`src/rtl/core/lgsw_pkg.sv`:
```
// lgsw_pkg: shared widths, register codes and constant helpers
// for the lagrange grid spread weights block; no dependencies
`timescale 1ns / 1ps
`default_nettype none

package lgsw_pkg;

  // field and datapath widths
  localparam int COORD_W    = 32;
  localparam int CFG_W      = 32;
  localparam int CFG_IDX_W  = 2;
  localparam int NBCFG_W    = 6;
  localparam int GIDX_W     = 14;
  localparam int WEIGHT_W   = 20;
  localparam int U_W        = 23;
  localparam int V_W        = 28;
  localparam int ACC_W      = 36;
  localparam int BASIS_W    = 32;
  localparam int P_W        = 65;
  localparam int IN_DATA_W  = 64;
  localparam int OUT_DATA_W = 40;

  // configuration register indexes
  typedef enum logic [CFG_IDX_W-1:0] {
    REG_GRID_ORIGIN    = 2'd0,
    REG_INV_BOX_WIDTH  = 2'd1,
    REG_BOXES_PER_SIDE = 2'd2
  } cfg_reg_t;

  // magnitude of the basis denominator: product of 2|j-k| over k != j
  function automatic longint den_mag(input int j, input int n);
    longint r;
    r = 1;
    for (int k = 0; k < n; k++) begin
      if (k != j) begin
        r = r * 2 * ((j > k) ? (j - k) : (k - j));
      end
    end
    return r;
  endfunction

endpackage

`default_nettype wire

```
`src/rtl/core/lgsw_locate.sv`:
```
// lgsw_locate: three-stage box lookup for one axis (offset, scale, split)
// depends on lgsw_pkg
`timescale 1ns / 1ps
`default_nettype none

module lgsw_locate #(
  parameter int MAX_BOXES = 32,
  localparam int NB_W = $clog2(MAX_BOXES + 1),
  localparam int BX_W = (MAX_BOXES > 1) ? $clog2(MAX_BOXES) : 1
) (
  input  logic                          clk,
  input  logic                          rst_n,
  input  logic                          en,
  input  logic                          valid_i,
  input  logic [lgsw_pkg::COORD_W-1:0]  coord_i,
  input  logic [lgsw_pkg::CFG_W-1:0]    origin_i,
  input  logic [lgsw_pkg::CFG_W-1:0]    inv_i,
  input  logic [NB_W-1:0]               nb_i,
  output logic                          valid_o,
  output logic [BX_W-1:0]               box_o,
  output logic signed [lgsw_pkg::U_W-1:0] u_o
);
  import lgsw_pkg::*;

  localparam logic [48:0] U_LIM = 49'd1 << 22;

  logic               v1_r, v2_r, v3_r;
  logic signed [32:0] d_r, d_nxt;
  logic               neg_r;
  logic [P_W-1:0]     p_r, p_nxt;
  logic [32:0]        mag;
  logic [BX_W-1:0]    box_r, box_nxt;
  logic signed [U_W-1:0] u_r, u_nxt;
  logic [32:0]        idx;
  logic [NB_W-1:0]    nbm1;
  logic [48:0]        q16, upos, mneg;

  // valid bits follow the data
  always_ff @(posedge clk) begin
    if (!rst_n) begin
      v1_r <= 1'b0;
      v2_r <= 1'b0;
      v3_r <= 1'b0;
    end else if (en) begin
      v1_r <= valid_i;
      v2_r <= v1_r;
      v3_r <= v2_r;
    end
  end

  // stage 1: offset from the grid origin
  assign d_nxt = $signed({coord_i[31], coord_i}) - $signed({origin_i[31], origin_i});

  // stage 2: magnitude times reciprocal box width, Q32.32
  assign mag   = d_r[32] ? 33'(-d_r) : 33'(d_r);
  assign p_nxt = P_W'(mag) * P_W'(inv_i);

  // stage 3: clamp box index, position inside the box
  assign idx  = p_r[64:32];
  assign nbm1 = nb_i - NB_W'(1);
  assign q16  = p_r[64:16];
  assign mneg = q16 + 49'(p_r[15:0] != 16'd0);

  always_comb begin
    if (neg_r) begin
      box_nxt = '0;
      if (mneg > U_LIM) u_nxt = U_W'(-(64'sd1 <<< 22));
      else              u_nxt = U_W'(-mneg);
      upos = '0;
    end else begin
      if (idx > 33'(nbm1)) box_nxt = BX_W'(nbm1);
      else                 box_nxt = idx[BX_W-1:0];
      upos = q16 - {33'(box_nxt), 16'd0};
      if (upos >= U_LIM) u_nxt = U_W'(U_LIM - 49'd1);
      else               u_nxt = upos[U_W-1:0];
    end
  end

  always_ff @(posedge clk) begin
    if (en) begin
      d_r   <= d_nxt;
      neg_r <= d_r[32];
      p_r   <= p_nxt;
      box_r <= box_nxt;
      u_r   <= u_nxt;
    end
  end

  assign valid_o = v3_r;
  assign box_o   = box_r;
  assign u_o     = u_r;

endmodule

`default_nettype wire

```
`config.mk`:
```
export PLATFORM = sky130hd
export DESIGN_NAME = lgsw_locate
export DESIGN_NICKNAME = d
export VERILOG_FILES = /design/src/rtl/core/lgsw_pkg.sv /design/src/rtl/core/lgsw_locate.sv
export SDC_FILE = /design/constraint.sdc
export NUM_CORES = 2
export LEC_CHECK = 0
export ABC_AREA = 1
export BUFFER_PORTS_ARGS = -buffer_cell sky130_fd_sc_hd__buf_2
export CAP_MARGIN = 40
export CORE_ASPECT_RATIO = 1.4
export CORE_MARGIN = 1.5
export CORE_UTILIZATION = 30
export DETAILED_ROUTE_END_ITERATION = 6
export MAX_ROUTING_LAYER = met4
export SLEW_MARGIN = 20
export SYNTH_ARGS = -nofsm -noshare
export SYNTH_HDL_FRONTEND = slang
export SYNTH_SLANG_ARGS = --single-unit
```
`constraint.sdc`:
```
create_clock -name clk -period 7.9 [get_ports clk]
set_input_delay 0.79 -clock clk [delete_from_list [all_inputs] [get_ports clk]]
set_output_delay 0.79 -clock clk [all_outputs]
set_load 0.01 [all_outputs]
```
==> parameters.txt <==
Parameter                              Value

Yosys
  Total number of yosys warnings ... 0
  Register bit total from synthesis ... 130
  Most area-hungry cell type in the Yosys netlist ... fa_1
  Top area cells in the synthesized netlist ... fa_1 (41%), inv_1 (11%), nand2_1 (9.9%)
  Post-synth top flop ... edfxtp_1
  EDFF count, synth ... between 100 and 150
  Net count of the mapped netlist ... 7154
  Fraction of the yosys area taken by sequential cells ... under 10%
  Post-synthesis instance area ... around 0.045 mm2
  Cells after Synth ... 5808
  Average size of a mapped cell ... between 7 and 8 um2
  Synth unique cells ... between 50 and 60
  Share of async-settable or async-resettable flops after synthesis ... 0%
  Yosys top cell area share ... 41.13%

Floorplan
  Initial Utilization ... 30.18%
  Die span in x ... between 300 and 400 um
  Number of top-level design ports ... approximately 140
  Core area ... roughly 0.15 mm2
  Cell row count ... roughly 170
  Height of the die ... about 460 um
  Total Die Area ... ~0.15 mm2

Worst setup path
  Critical Path Start Type ... register
  Number of logic stages on the critical path including buffering ... 37
  Most used cell, CP ... fa_2
  Internal reg-to-reg setup slack ... -370 ps
  Endpoint type of the worst setup path ... register
  Crit path launch ... d_r[0]
  Buffers plus inverters on the worst setup path ... 11
  Maximum cell stage delay along the critical path ... approximately 600 ps
  Critical Path AT ... about 8600 ps
  FF-to-FF path depth ... 37
  Worst EP required ... between 8000 and 9000 ps
  Beginning of the worst register-to-register path ... d_r[0]
  Reg-to-Reg End ... p_r[64]
  Standard cell with the maximum stage delay on the critical path ... fa_2
  Dominant delay contributor by cell family on the critical path ... adder cells
  Critical path fanouts, max ... 5
  Critical path endpoint ... p_r[64]
  Worst Setup Path Type ... register to register

GRT
  Largest net degree at the start of global routing ... 86
  Wire length of the first global-routing pass ... between 200 and 300 mm
  Overflow left after global routing ... 0
  Vias in the first global route ... 45329
  Global-route total usage across every layer ... about 27%
  Initial antenna violation count ... 10

Routing
  Post-route DRC violation count ... 0
  Per-cell routed wire length ... around 24 um
  Wire length reported by the detailed router ... about 200 mm
  Final ANT Viol Nets ... 0
  Initial DRC count ... ~2600
  First-pass iteration count of the detailed router ... 6
  Average vias per placed instance ... around 4.9
  Total via count after detailed routing ... between 40000 and 50000

Clocking
  Clock transition at the register clock pins on the worst setup and hold paths after CTS ... 70 ps
  Sinks on the clock net ... 130
  Cts hold-fix bufs ... 0
  CTS root buf ... clkbuf_16
  CTS H-tree depth ... 4
  Buffers from clock root to sink, at most ... 2
  Insertion delay of the later-clocked pin in the worst-skew pair ... about 540 ps
  Clock tree from TritonCTS ... yes
  CTS buffer count ... 17

STA
  Crit path time final ... 8269 ps
  Peak Freq ... about 120 MHz
  Worst-Margin Slew ... 872.9 ps
  Relative slew margins ... around two fifths
  Share of the cycle needed by the critical path after routing ... 104.7%
  Max-slew violation count ... 0
  Unrepaired setup endpoints after global routing ... yes
  Finish-stage setup viols ... 42
  Minimum setup slack in the final design ... -368.7 ps
  Final-report hold violation count ... 0
  Worst-case clock skew ... 26.82 ps

Status
  Result of the run ... complete, but fails checks
  Violations in the final reports ... setup timing

Placed design
  Worst slack after detailed placement ... -941.6 ps
  GP Congestion ... 1.042
  Detailed placer's ending HPWL ... approximately 170 mm
  Total placed instance area ... about 0.053 mm2
  IO buf count ... 134

Final layout
  Footprint of the flip-flops and latches ... approximately 0.0039 mm2
  Filler cell count ... approximately 15000
  Synthesis-to-finish area growth ... 29.64%
  Cell area after layout ... roughly 0.059 mm2
  Ratio of cells with drive above 1 in the final layout ... between 20% and 30%
  Combined area of the multi-input logic cells ... ~0.039 mm2
  Number of nets in the layout ... 7899

Hold path
  Hold WC Path Type ... register to register
  Hold wc startpoint ... v2_r

Job
  Max-cap check violation count ... 0
## cell type report
cell class	count	share of cell area, %
clock inverters	15	0.2757
well taps	1955	4.178
repair buffers	928	13.71
flip-flops and latches	130	6.616
clock buffers	17	0.7266
multi-input cells	4178	66.03
diodes	10	0.04274
inverters	1298	8.413
## registers in the layout (all words and copies together), names as in the netlist
signal	flops
valid_o	1
p_r	65
box_o	5
neg_r	1
u_o	23
v1_r	1
d_r	33
v2_r	1
## timing repair
| item | 4_1_cts | 5_1_grt |
|---|---|---|
| setup buffers | 65 | 49 |
| pin swaps | 240 | 284 |
| gates resized for setup | 660 | 333 |
| endpoints found under the setup margin | 46 | 49 |
| gates cloned | 1 | 1 |
## Yosys cell counts, types with 3 or more instances
master    number
nand3_2        6
nor3_1        30
nand4_1       88
buf_1          6
inv_2         10
nor2_2        10
a21boi_0       9
nand2_1     1192
a21o_1        11
nand3_1      161
nor4_1        17
xnor2_1       30
a21oi_1      116
a31oi_1       11
ha_1         312
o211ai_1      10
fa_1         928
or2_2          7
dfxtp_1        3
edfxtp_1     127
xor2_1        93
o21a_1        15
a211oi_1       3
o21bai_1      22
a221oi_1       7
nand3b_1      10
buf_4          7
nor2_1       951
buf_2         21
clkinv_1      14
and3_1         3
and2_1         5
nor2_4         8
o21ai_0       92
nand2_2       12
buf_6          5
clkbuf_1     161
inv_1       1274
## tightest hold or removal path: stages, from the launching register on
cell	delay, ps
dfxtp_1	330
nor2_1	50
nor2_1	80
## placed cells by master, fill, tap and decap left out, types with 11 or more instances in the layout
| cell | count |
|---|---|
| inv_1 | 1174 |
| nand2_1 | 1098 |
| fa_1 | 856 |
| nor2_1 | 812 |
| buf_4 | 611 |
| ha_1 | 268 |
| buf_2 | 133 |
| nand3_1 | 132 |
| edfxtp_1 | 127 |
| buf_6 | 100 |
| inv_2 | 95 |
| nand4_1 | 88 |
| nor2_2 | 82 |
| xor2_1 | 81 |
| nor2_4 | 75 |
| fa_2 | 72 |
| buf_12 | 71 |
| nand2_2 | 70 |
| a21oi_1 | 69 |
| o21ai_0 | 58 |
| ha_4 | 43 |
| nand2_4 | 36 |
| nand3_2 | 29 |
| xnor2_1 | 28 |
| a21oi_2 | 25 |
| a21oi_4 | 22 |
| nor3_1 | 20 |
| clkbuf_16 | 18 |
| o21ai_2 | 16 |
| o21a_1 | 15 |
| clkinv_1 | 13 |
| o21ai_1 | 13 |
| o21bai_1 | 12 |
| xor2_2 | 11 |
| nor4_1 | 11 |
| a21o_1 | 11 |
## kinds of logic after synthesis
kind of cell,Yosys count,share of synthesized area (%)
simple gates,2509,22.64
flops,130,8.577
xor+xnor,124,2.421
compound gates,305,3.917
fa+ha+maj,1240,49.78
buf+inv,1500,12.67
## per-stage QoR
step / instances / TNS (ps) / hold slack, ps / util (%)
final: 8531 / -10510 / 488.8 / 39.12
after global routing: 8529 / -22890 / 533.7 / 39.12
after CTS: 8479 / -7865 / 485.6 / 38.06
after detailed placement: 8389 / -32270 / 485.5 / 35.67
after global placement: 8387 / -30600 / 457.7 / 35.66
after floorplan: 5808 / 0 / 449.5 / -
## routing by layer
layer	share of wire, %	GRT usage (%)
met1	32	26.02
met3	5.8	4.039
met2	50	47.45
met5	0	-
met4	12	25.15
## worst min-delay path by stage
| stage | to | slack (ps) | cells after the start |
|---|---|---|---|
| after floorplan | v2_r | 450 | 2 |
| after global placement | valid_o | 460 | 2 |
| after detailed placement | valid_o | 490 | 2 |
| after CTS | v1_r | 490 | 3 |
| after global routing | valid_o | 530 | 2 |
| final | valid_o | 490 | 2 |
Power is left out: the tool's default activity adds up to more than one toggle a clock period on the data nets, which glitch-free logic cannot reach.
