## config.mk

```make
export PLATFORM = sky130hd
export DESIGN_NAME = lgsw_emit
export DESIGN_NICKNAME = d
export VERILOG_FILES = /design/src/rtl/core/lgsw_pkg.sv /design/src/rtl/core/lgsw_emit.sv
export SDC_FILE = /design/constraint.sdc
export NUM_CORES = 2
export LEC_CHECK = 0
export BUFFER_PORTS_ARGS = -buffer_cell sky130_fd_sc_hd__buf_2
export CAP_MARGIN = 0
export CORE_AREA = 8 8 310 312
export DETAILED_ROUTE_END_ITERATION = 12
export DIE_AREA = 0 0 318 320
export HOLD_SLACK_MARGIN = 0.06
export PLACE_DENSITY = 0.77
export REMOVE_ABC_BUFFERS = 1
export SLEW_MARGIN = 40
export SYNTH_ARGS = -nofsm -noshare
export SYNTH_HDL_FRONTEND = slang
export SYNTH_SLANG_ARGS = --single-unit
```

## constraint.sdc

```tcl
create_clock -name clk -period 19 [get_ports clk]
set_clock_uncertainty 0.2 [all_clocks]
set_input_delay 0 -clock clk [delete_from_list [all_inputs] [get_ports clk]]
set_output_delay 0 -clock clk [all_outputs]
set_load 0.1 [all_outputs]
```

## src/rtl/core/lgsw_pkg.sv

```systemverilog
// lgsw_pkg: shared widths, register codes and constant helpers
// for the lagrange grid spread weights block; no dependencies
`timescale 1ns / 1ps
`default_nettype none

package lgsw_pkg;

  // field and datapath widths
  localparam int COORD_W    = 32;
  localparam int CFG_W      = 32;
  localparam int CFG_IDX_W  = 2;
  localparam int NBCFG_W    = 6;
  localparam int GIDX_W     = 14;
  localparam int WEIGHT_W   = 20;
  localparam int U_W        = 23;
  localparam int V_W        = 28;
  localparam int ACC_W      = 36;
  localparam int BASIS_W    = 32;
  localparam int P_W        = 65;
  localparam int IN_DATA_W  = 64;
  localparam int OUT_DATA_W = 40;

  // configuration register indexes
  typedef enum logic [CFG_IDX_W-1:0] {
    REG_GRID_ORIGIN    = 2'd0,
    REG_INV_BOX_WIDTH  = 2'd1,
    REG_BOXES_PER_SIDE = 2'd2
  } cfg_reg_t;

  // magnitude of the basis denominator: product of 2|j-k| over k != j
  function automatic longint den_mag(input int j, input int n);
    longint r;
    r = 1;
    for (int k = 0; k < n; k++) begin
      if (k != j) begin
        r = r * 2 * ((j > k) ? (j - k) : (k - j));
      end
    end
    return r;
  endfunction

endpackage

`default_nettype wire

```

## src/rtl/core/lgsw_emit.sv

```systemverilog
// lgsw_emit: walks the node pairs of one point, multiplies the basis
// values and drives the result stream; depends on lgsw_pkg
`timescale 1ns / 1ps
`default_nettype none

module lgsw_emit #(
  parameter int NODES = 3,
  parameter int MAX_BOXES = 32,
  localparam int NB_W = $clog2(MAX_BOXES + 1),
  localparam int BX_W = (MAX_BOXES > 1) ? $clog2(MAX_BOXES) : 1
) (
  input  logic                               clk,
  input  logic                               rst_n,
  input  logic                               pt_valid,
  output logic                               pt_ready,
  input  logic [BX_W-1:0]                    bx_i,
  input  logic [BX_W-1:0]                    by_i,
  input  logic                               last_i,
  input  logic signed [lgsw_pkg::BASIS_W-1:0] lx_i [NODES],
  input  logic signed [lgsw_pkg::BASIS_W-1:0] ly_i [NODES],
  input  logic [NB_W-1:0]                    nb_i,
  output logic                               o_valid,
  input  logic                               o_ready,
  output logic [lgsw_pkg::GIDX_W-1:0]        o_index,
  output logic signed [lgsw_pkg::WEIGHT_W-1:0] o_weight,
  output logic                               o_last,
  output logic                               o_end
);
  import lgsw_pkg::*;

  localparam int A_W  = $clog2(NODES);
  localparam int RW   = $clog2(MAX_BOXES * NODES + 1);
  localparam int SW   = (2 * RW + 1 > GIDX_W) ? 2 * RW + 1 : GIDX_W;
  localparam logic signed [47:0] W_MAX = 48'sd524287;
  localparam logic signed [47:0] W_MIN = -48'sd524288;

  logic                      busy_r;
  logic [A_W-1:0]            a_r, b_r;
  logic [BX_W-1:0]           bx_r, by_r;
  logic                      last_r;
  logic signed [BASIS_W-1:0] lx_r [NODES];
  logic signed [BASIS_W-1:0] ly_r [NODES];
  logic                      e1_v_r, e1_last_r, e1_end_r;
  logic signed [63:0]        prod_r;
  logic [GIDX_W-1:0]         e1_idx_r;
  logic                      o_v_r, o_last_r, o_end_r;
  logic [GIDX_W-1:0]         o_idx_r;
  logic signed [WEIGHT_W-1:0] o_w_r, w_nxt;
  logic                      out_ok, e1_ok, issue, at_end;
  logic [RW-1:0]             row, cols, col;
  logic [SW-1:0]             idx_nxt;
  logic signed [47:0]        rnd;

  // handshake between the pair walker and the two result stages
  assign out_ok   = !o_v_r || o_ready;
  assign e1_ok    = !e1_v_r || out_ok;
  assign issue    = busy_r && e1_ok;
  assign at_end   = (a_r == A_W'(NODES - 1)) && (b_r == A_W'(NODES - 1));
  assign pt_ready = !busy_r || (issue && at_end);

  // pair counters, x node outer and y node inner
  always_ff @(posedge clk) begin
    if (!rst_n) begin
      busy_r <= 1'b0;
      a_r    <= '0;
      b_r    <= '0;
    end else if (pt_ready) begin
      busy_r <= pt_valid;
      a_r    <= '0;
      b_r    <= '0;
    end else if (issue) begin
      if (b_r == A_W'(NODES - 1)) begin
        b_r <= '0;
        a_r <= a_r + A_W'(1);
      end else begin
        b_r <= b_r + A_W'(1);
      end
    end
  end

  // point held while its pairs go out
  always_ff @(posedge clk) begin
    if (pt_ready && pt_valid) begin
      bx_r   <= bx_i;
      by_r   <= by_i;
      last_r <= last_i;
      lx_r   <= lx_i;
      ly_r   <= ly_i;
    end
  end

  // global grid index of the node pair
  assign row     = RW'(bx_r) * RW'(NODES) + RW'(a_r);
  assign cols    = RW'(nb_i) * RW'(NODES);
  assign col     = RW'(by_r) * RW'(NODES) + RW'(b_r);
  assign idx_nxt = SW'(row) * SW'(cols) + SW'(col);

  // stage e1: basis product
  always_ff @(posedge clk) begin
    if (!rst_n) begin
      e1_v_r <= 1'b0;
    end else if (e1_ok) begin
      e1_v_r <= issue;
    end
  end

  always_ff @(posedge clk) begin
    if (e1_ok) begin
      prod_r    <= 64'(lx_r[a_r]) * 64'(ly_r[b_r]);
      e1_idx_r  <= idx_nxt[GIDX_W-1:0];
      e1_last_r <= at_end;
      e1_end_r  <= at_end && last_r;
    end
  end

  // stage out: round to Q.16 and saturate
  assign rnd = 48'((prod_r + 64'sd32768) >>> 16);
  always_comb begin
    if (rnd > W_MAX)      w_nxt = WEIGHT_W'(W_MAX);
    else if (rnd < W_MIN) w_nxt = WEIGHT_W'(W_MIN);
    else                  w_nxt = rnd[WEIGHT_W-1:0];
  end

  always_ff @(posedge clk) begin
    if (!rst_n) begin
      o_v_r <= 1'b0;
    end else if (out_ok) begin
      o_v_r <= e1_v_r;
    end
  end

  always_ff @(posedge clk) begin
    if (out_ok) begin
      o_idx_r  <= e1_idx_r;
      o_w_r    <= w_nxt;
      o_last_r <= e1_last_r;
      o_end_r  <= e1_end_r;
    end
  end

  assign o_valid  = o_v_r;
  assign o_index  = o_idx_r;
  assign o_weight = o_w_r;
  assign o_last   = o_last_r;
  assign o_end    = o_end_r;

endmodule

`default_nettype wire

```

==> summary.md <==
| Metric | Value |
|---|---|
| Hold Path End | `e1_idx_r[1]` |
| Worst Setup End Kind | `flip-flop` |
| Residual DRC | `0` |
| Netlist cell types | `72` |
| Final Max Slew Viols | `0` |
| Final Hold Vio Count | `0` |
| CTS tree | `built` |
| Hold_buf cts | `414` |
| Number of I/O pins | `251` |
| Worst-Margin Slew | `0.9687 ns` |
| Hold Path Depth | `5` |
| CTS Sinks | `311` |
| Post-synth top area share | `45.16%` |
| Crit Path Class | `flip-flop to flip-flop` |
| Share of layout cells above drive strength 1 | `8.496%` |
| RSZ-0062 raised after global routing | `no` |
| Setup TNS | `0 ns` |
| Yosys warns | `0` |
| Register area share after synthesis | `18.72%` |
| Max cap viols | `0` |
| Most used DFF post-synth | `edfxtp_1` |
| R2R cell count | `29` |
| Crit path launch type | `flip-flop` |
| Total track usage | `34.32%` |
| Multi-input logic area | `35660 sq um` |
| Largest net degree at the start of global routing | `83` |
| Filler Cells Inserted | `6567` |
| Core area | `90970 sq um` |
| Clock latency on the worst-skew pair | `0.64 ns` |
| Post-CTS Setup Inserts | `0` |
| Avg Cell Area, Syn | `10.01 sq um` |
| 1st-iter DRT viols | `5071` |
| Sequential cell area | `9274 sq um` |
| Global route total overflow | `0` |
| Crit path DAT | `11.60 ns` |
| Status | `completed` |
| Clock buffer depth | `3` |
| CP max-delay cell | `fa_1` |
| Register bit total from synthesis | `311` |
| Vias in the first global route | `44649` |
| Req. time, crit path | `19.16 ns` |
| Final min period | `11.44 ns` |
| Nets | `7112` |
| Fin crit share | `60.21%` |
| Num CTS Buffers | `36` |
| Initial antenna violation count | `16` |
| Synth top area cells | `fa_1 45%, edfxtp_1 18%, inv_1 8.0%` |
| Clk root buf | `clkbuf_16` |
| Final Wtd Congestion | `0.9803` |
| First-pass GRT wire length | `262800 um` |
| Worst-path clk slew | `0.07 ns` |
| Hold Path Origin | `nb_i[1]` |
| Worst path most repeated cell | `fa_1` |
| Cell count after synthesis | `4949` |
| Area leader, netlist | `fa_1` |
| Chip height | `320 um` |
| Routed WL per cell | `25.56 um` |
| Drt first pass iters | `10` |
| R2R setup slack | `7.56 ns` |
| Area Overhead vs Synth | `16.67%` |
| DR vias/cell | `5.954` |
| Async set-reset flop share out of synthesis | `0%` |
| PortBufs | `250` |
| Post-Route WL | `173000 um` |
| H-tree levels | `2` |
| Width of the chip | `318 um` |
| Slew Limit Headroom | `35.42%` |
| Antenna-violating nets left | `0` |
| Worst r2r src | `a_r[0]` |
| CP max stage delay | `0.89 ns` |
| Initial Util | `54.44%` |
| Hpwl dp | `114000 um` |
| Die area | `101800 sq um` |
| Rows | `111` |
| Fmax | `0.08742 GHz` |
| Mapped cell area | `49520 sq um` |
| R2r endpoint | `prod_r[63]` |
| Worst min-delay path class | `input port to flip-flop` |
| Number of flops mapped to enable cells by yosys | `304` |
| Critical Path Fanout Max | `58` |
| Setup Viol. Count Final | `0` |
| Via count | `40298` |
| CP startpoint | `a_r[0]` |
| Post-cts resize count | `0` |
-- worst max-delay path, delay by kind of cell (launching register included) --
family,cells,cell delay [ns]
simple gates,3,0.97
buf+inv,8,2.55
compound gates,8,1.64
flops,1,0.44
fa+ha+maj,9,5.22
xor+xnor,1,0.09
-- cell usage in the layout (no fill, tap or decap), types with 14 or more instances in the layout --
master	netlist	routed
clkbuf_16	0	36
xor2_1	40	40
a21oi_2	0	15
inv_1	1057	1055
nor3_1	14	14
ha_1	239	239
and2_1	43	42
nor2_1	641	640
buf_2	2	250
and3_1	16	16
dlygate4sd3_1	0	414
mux2i_1	66	65
fa_1	1117	1117
nand3_1	26	26
buf_4	3	101
o21ai_0	53	53
nand4_1	28	28
diode_2	0	15
xnor2_1	75	75
edfxtp_1	304	304
nand2_1	592	592
a21oi_1	142	123
nand2b_1	17	17
a21o_1	117	113
-- cells in the mapped netlist (53+ instances only) --
cell type	instances
a21oi_1	142
inv_1	1057
fa_1	1117
nor2_1	641
nand2_1	592
a21o_1	117
edfxtp_1	304
clkbuf_1	186
mux2i_1	66
ha_1	239
o21ai_0	53
xnor2_1	75
-- stage by stage --
step	hold slack [ns]	worst slack, ns	std cells	utilization [%]	instance area, sq um
finish	0.09259	7.560	6768	63.51	57780
global route	0.1241	7.232	6757	63.48	57750
CTS	0.06887	8.325	6750	63.40	57670
detailed placement	-0.02187	8.353	6274	57.60	52400
global placement	-0.02313	8.493	6274	57.56	52360
floorplan	-0.1011	7.505	4736	-	48700
-- state kept, by name, summed over array words and instances (netlist names), 2 cells and up --
register,cells
o_index,14
by_r,5
lx_r,96
prod_r,49
e1_idx_r,14
o_weight,20
ly_r,96
b_r,2
a_r,2
bx_r,5
-- metal layers --
layer,wire length (um),track usage (%),vias to the layer above,share of wire (%)
met1,54340,37.58,19773,31
met2,77660,53.91,3220,45
met5,56,0.5198,-,0.032
met4,16910,24.86,4,9.8
li1,-,-,16114,-
met3,24040,14.12,1187,14
-- cell type report --
cell class                      count  area share, %
Clock inverter                     21         0.3617
Tap cell                         1186          2.568
Timing Repair Buffer              769          10.76
Antenna cell                       15        0.06497
Sequential cell                   311          16.05
Clock buffer                       41          1.592
Multi-Input combinational cell   3367          61.72
Inverter                         1058          6.878
-- worst max-delay path by stage --
stage | endpoint | depth (start not counted)
after CTS | prod_r[63] | 29
final | prod_r[63] | 29
after detailed placement | prod_r[63] | 30
after global placement | prod_r[63] | 30
after global routing | prod_r[63] | 29
after floorplan | prod_r[63] | 23
-- cells by family (layout without fill, tap and decap cells) --
group	Yosys count	in the layout	share of synthesized area [%]
compound gates	407	407	5.271
xor+xnor	115	115	2.034
fa+ha+maj	1356	1356	51.20
buf+inv	1271	1889	9.665
flops	311	311	18.72
mux	70	70	1.425
other cells	0	15	0
simple gates	1419	1419	11.69
Power is not shown: default switching activity piles up to over one toggle a cycle in this logic, so the estimate is an artifact.
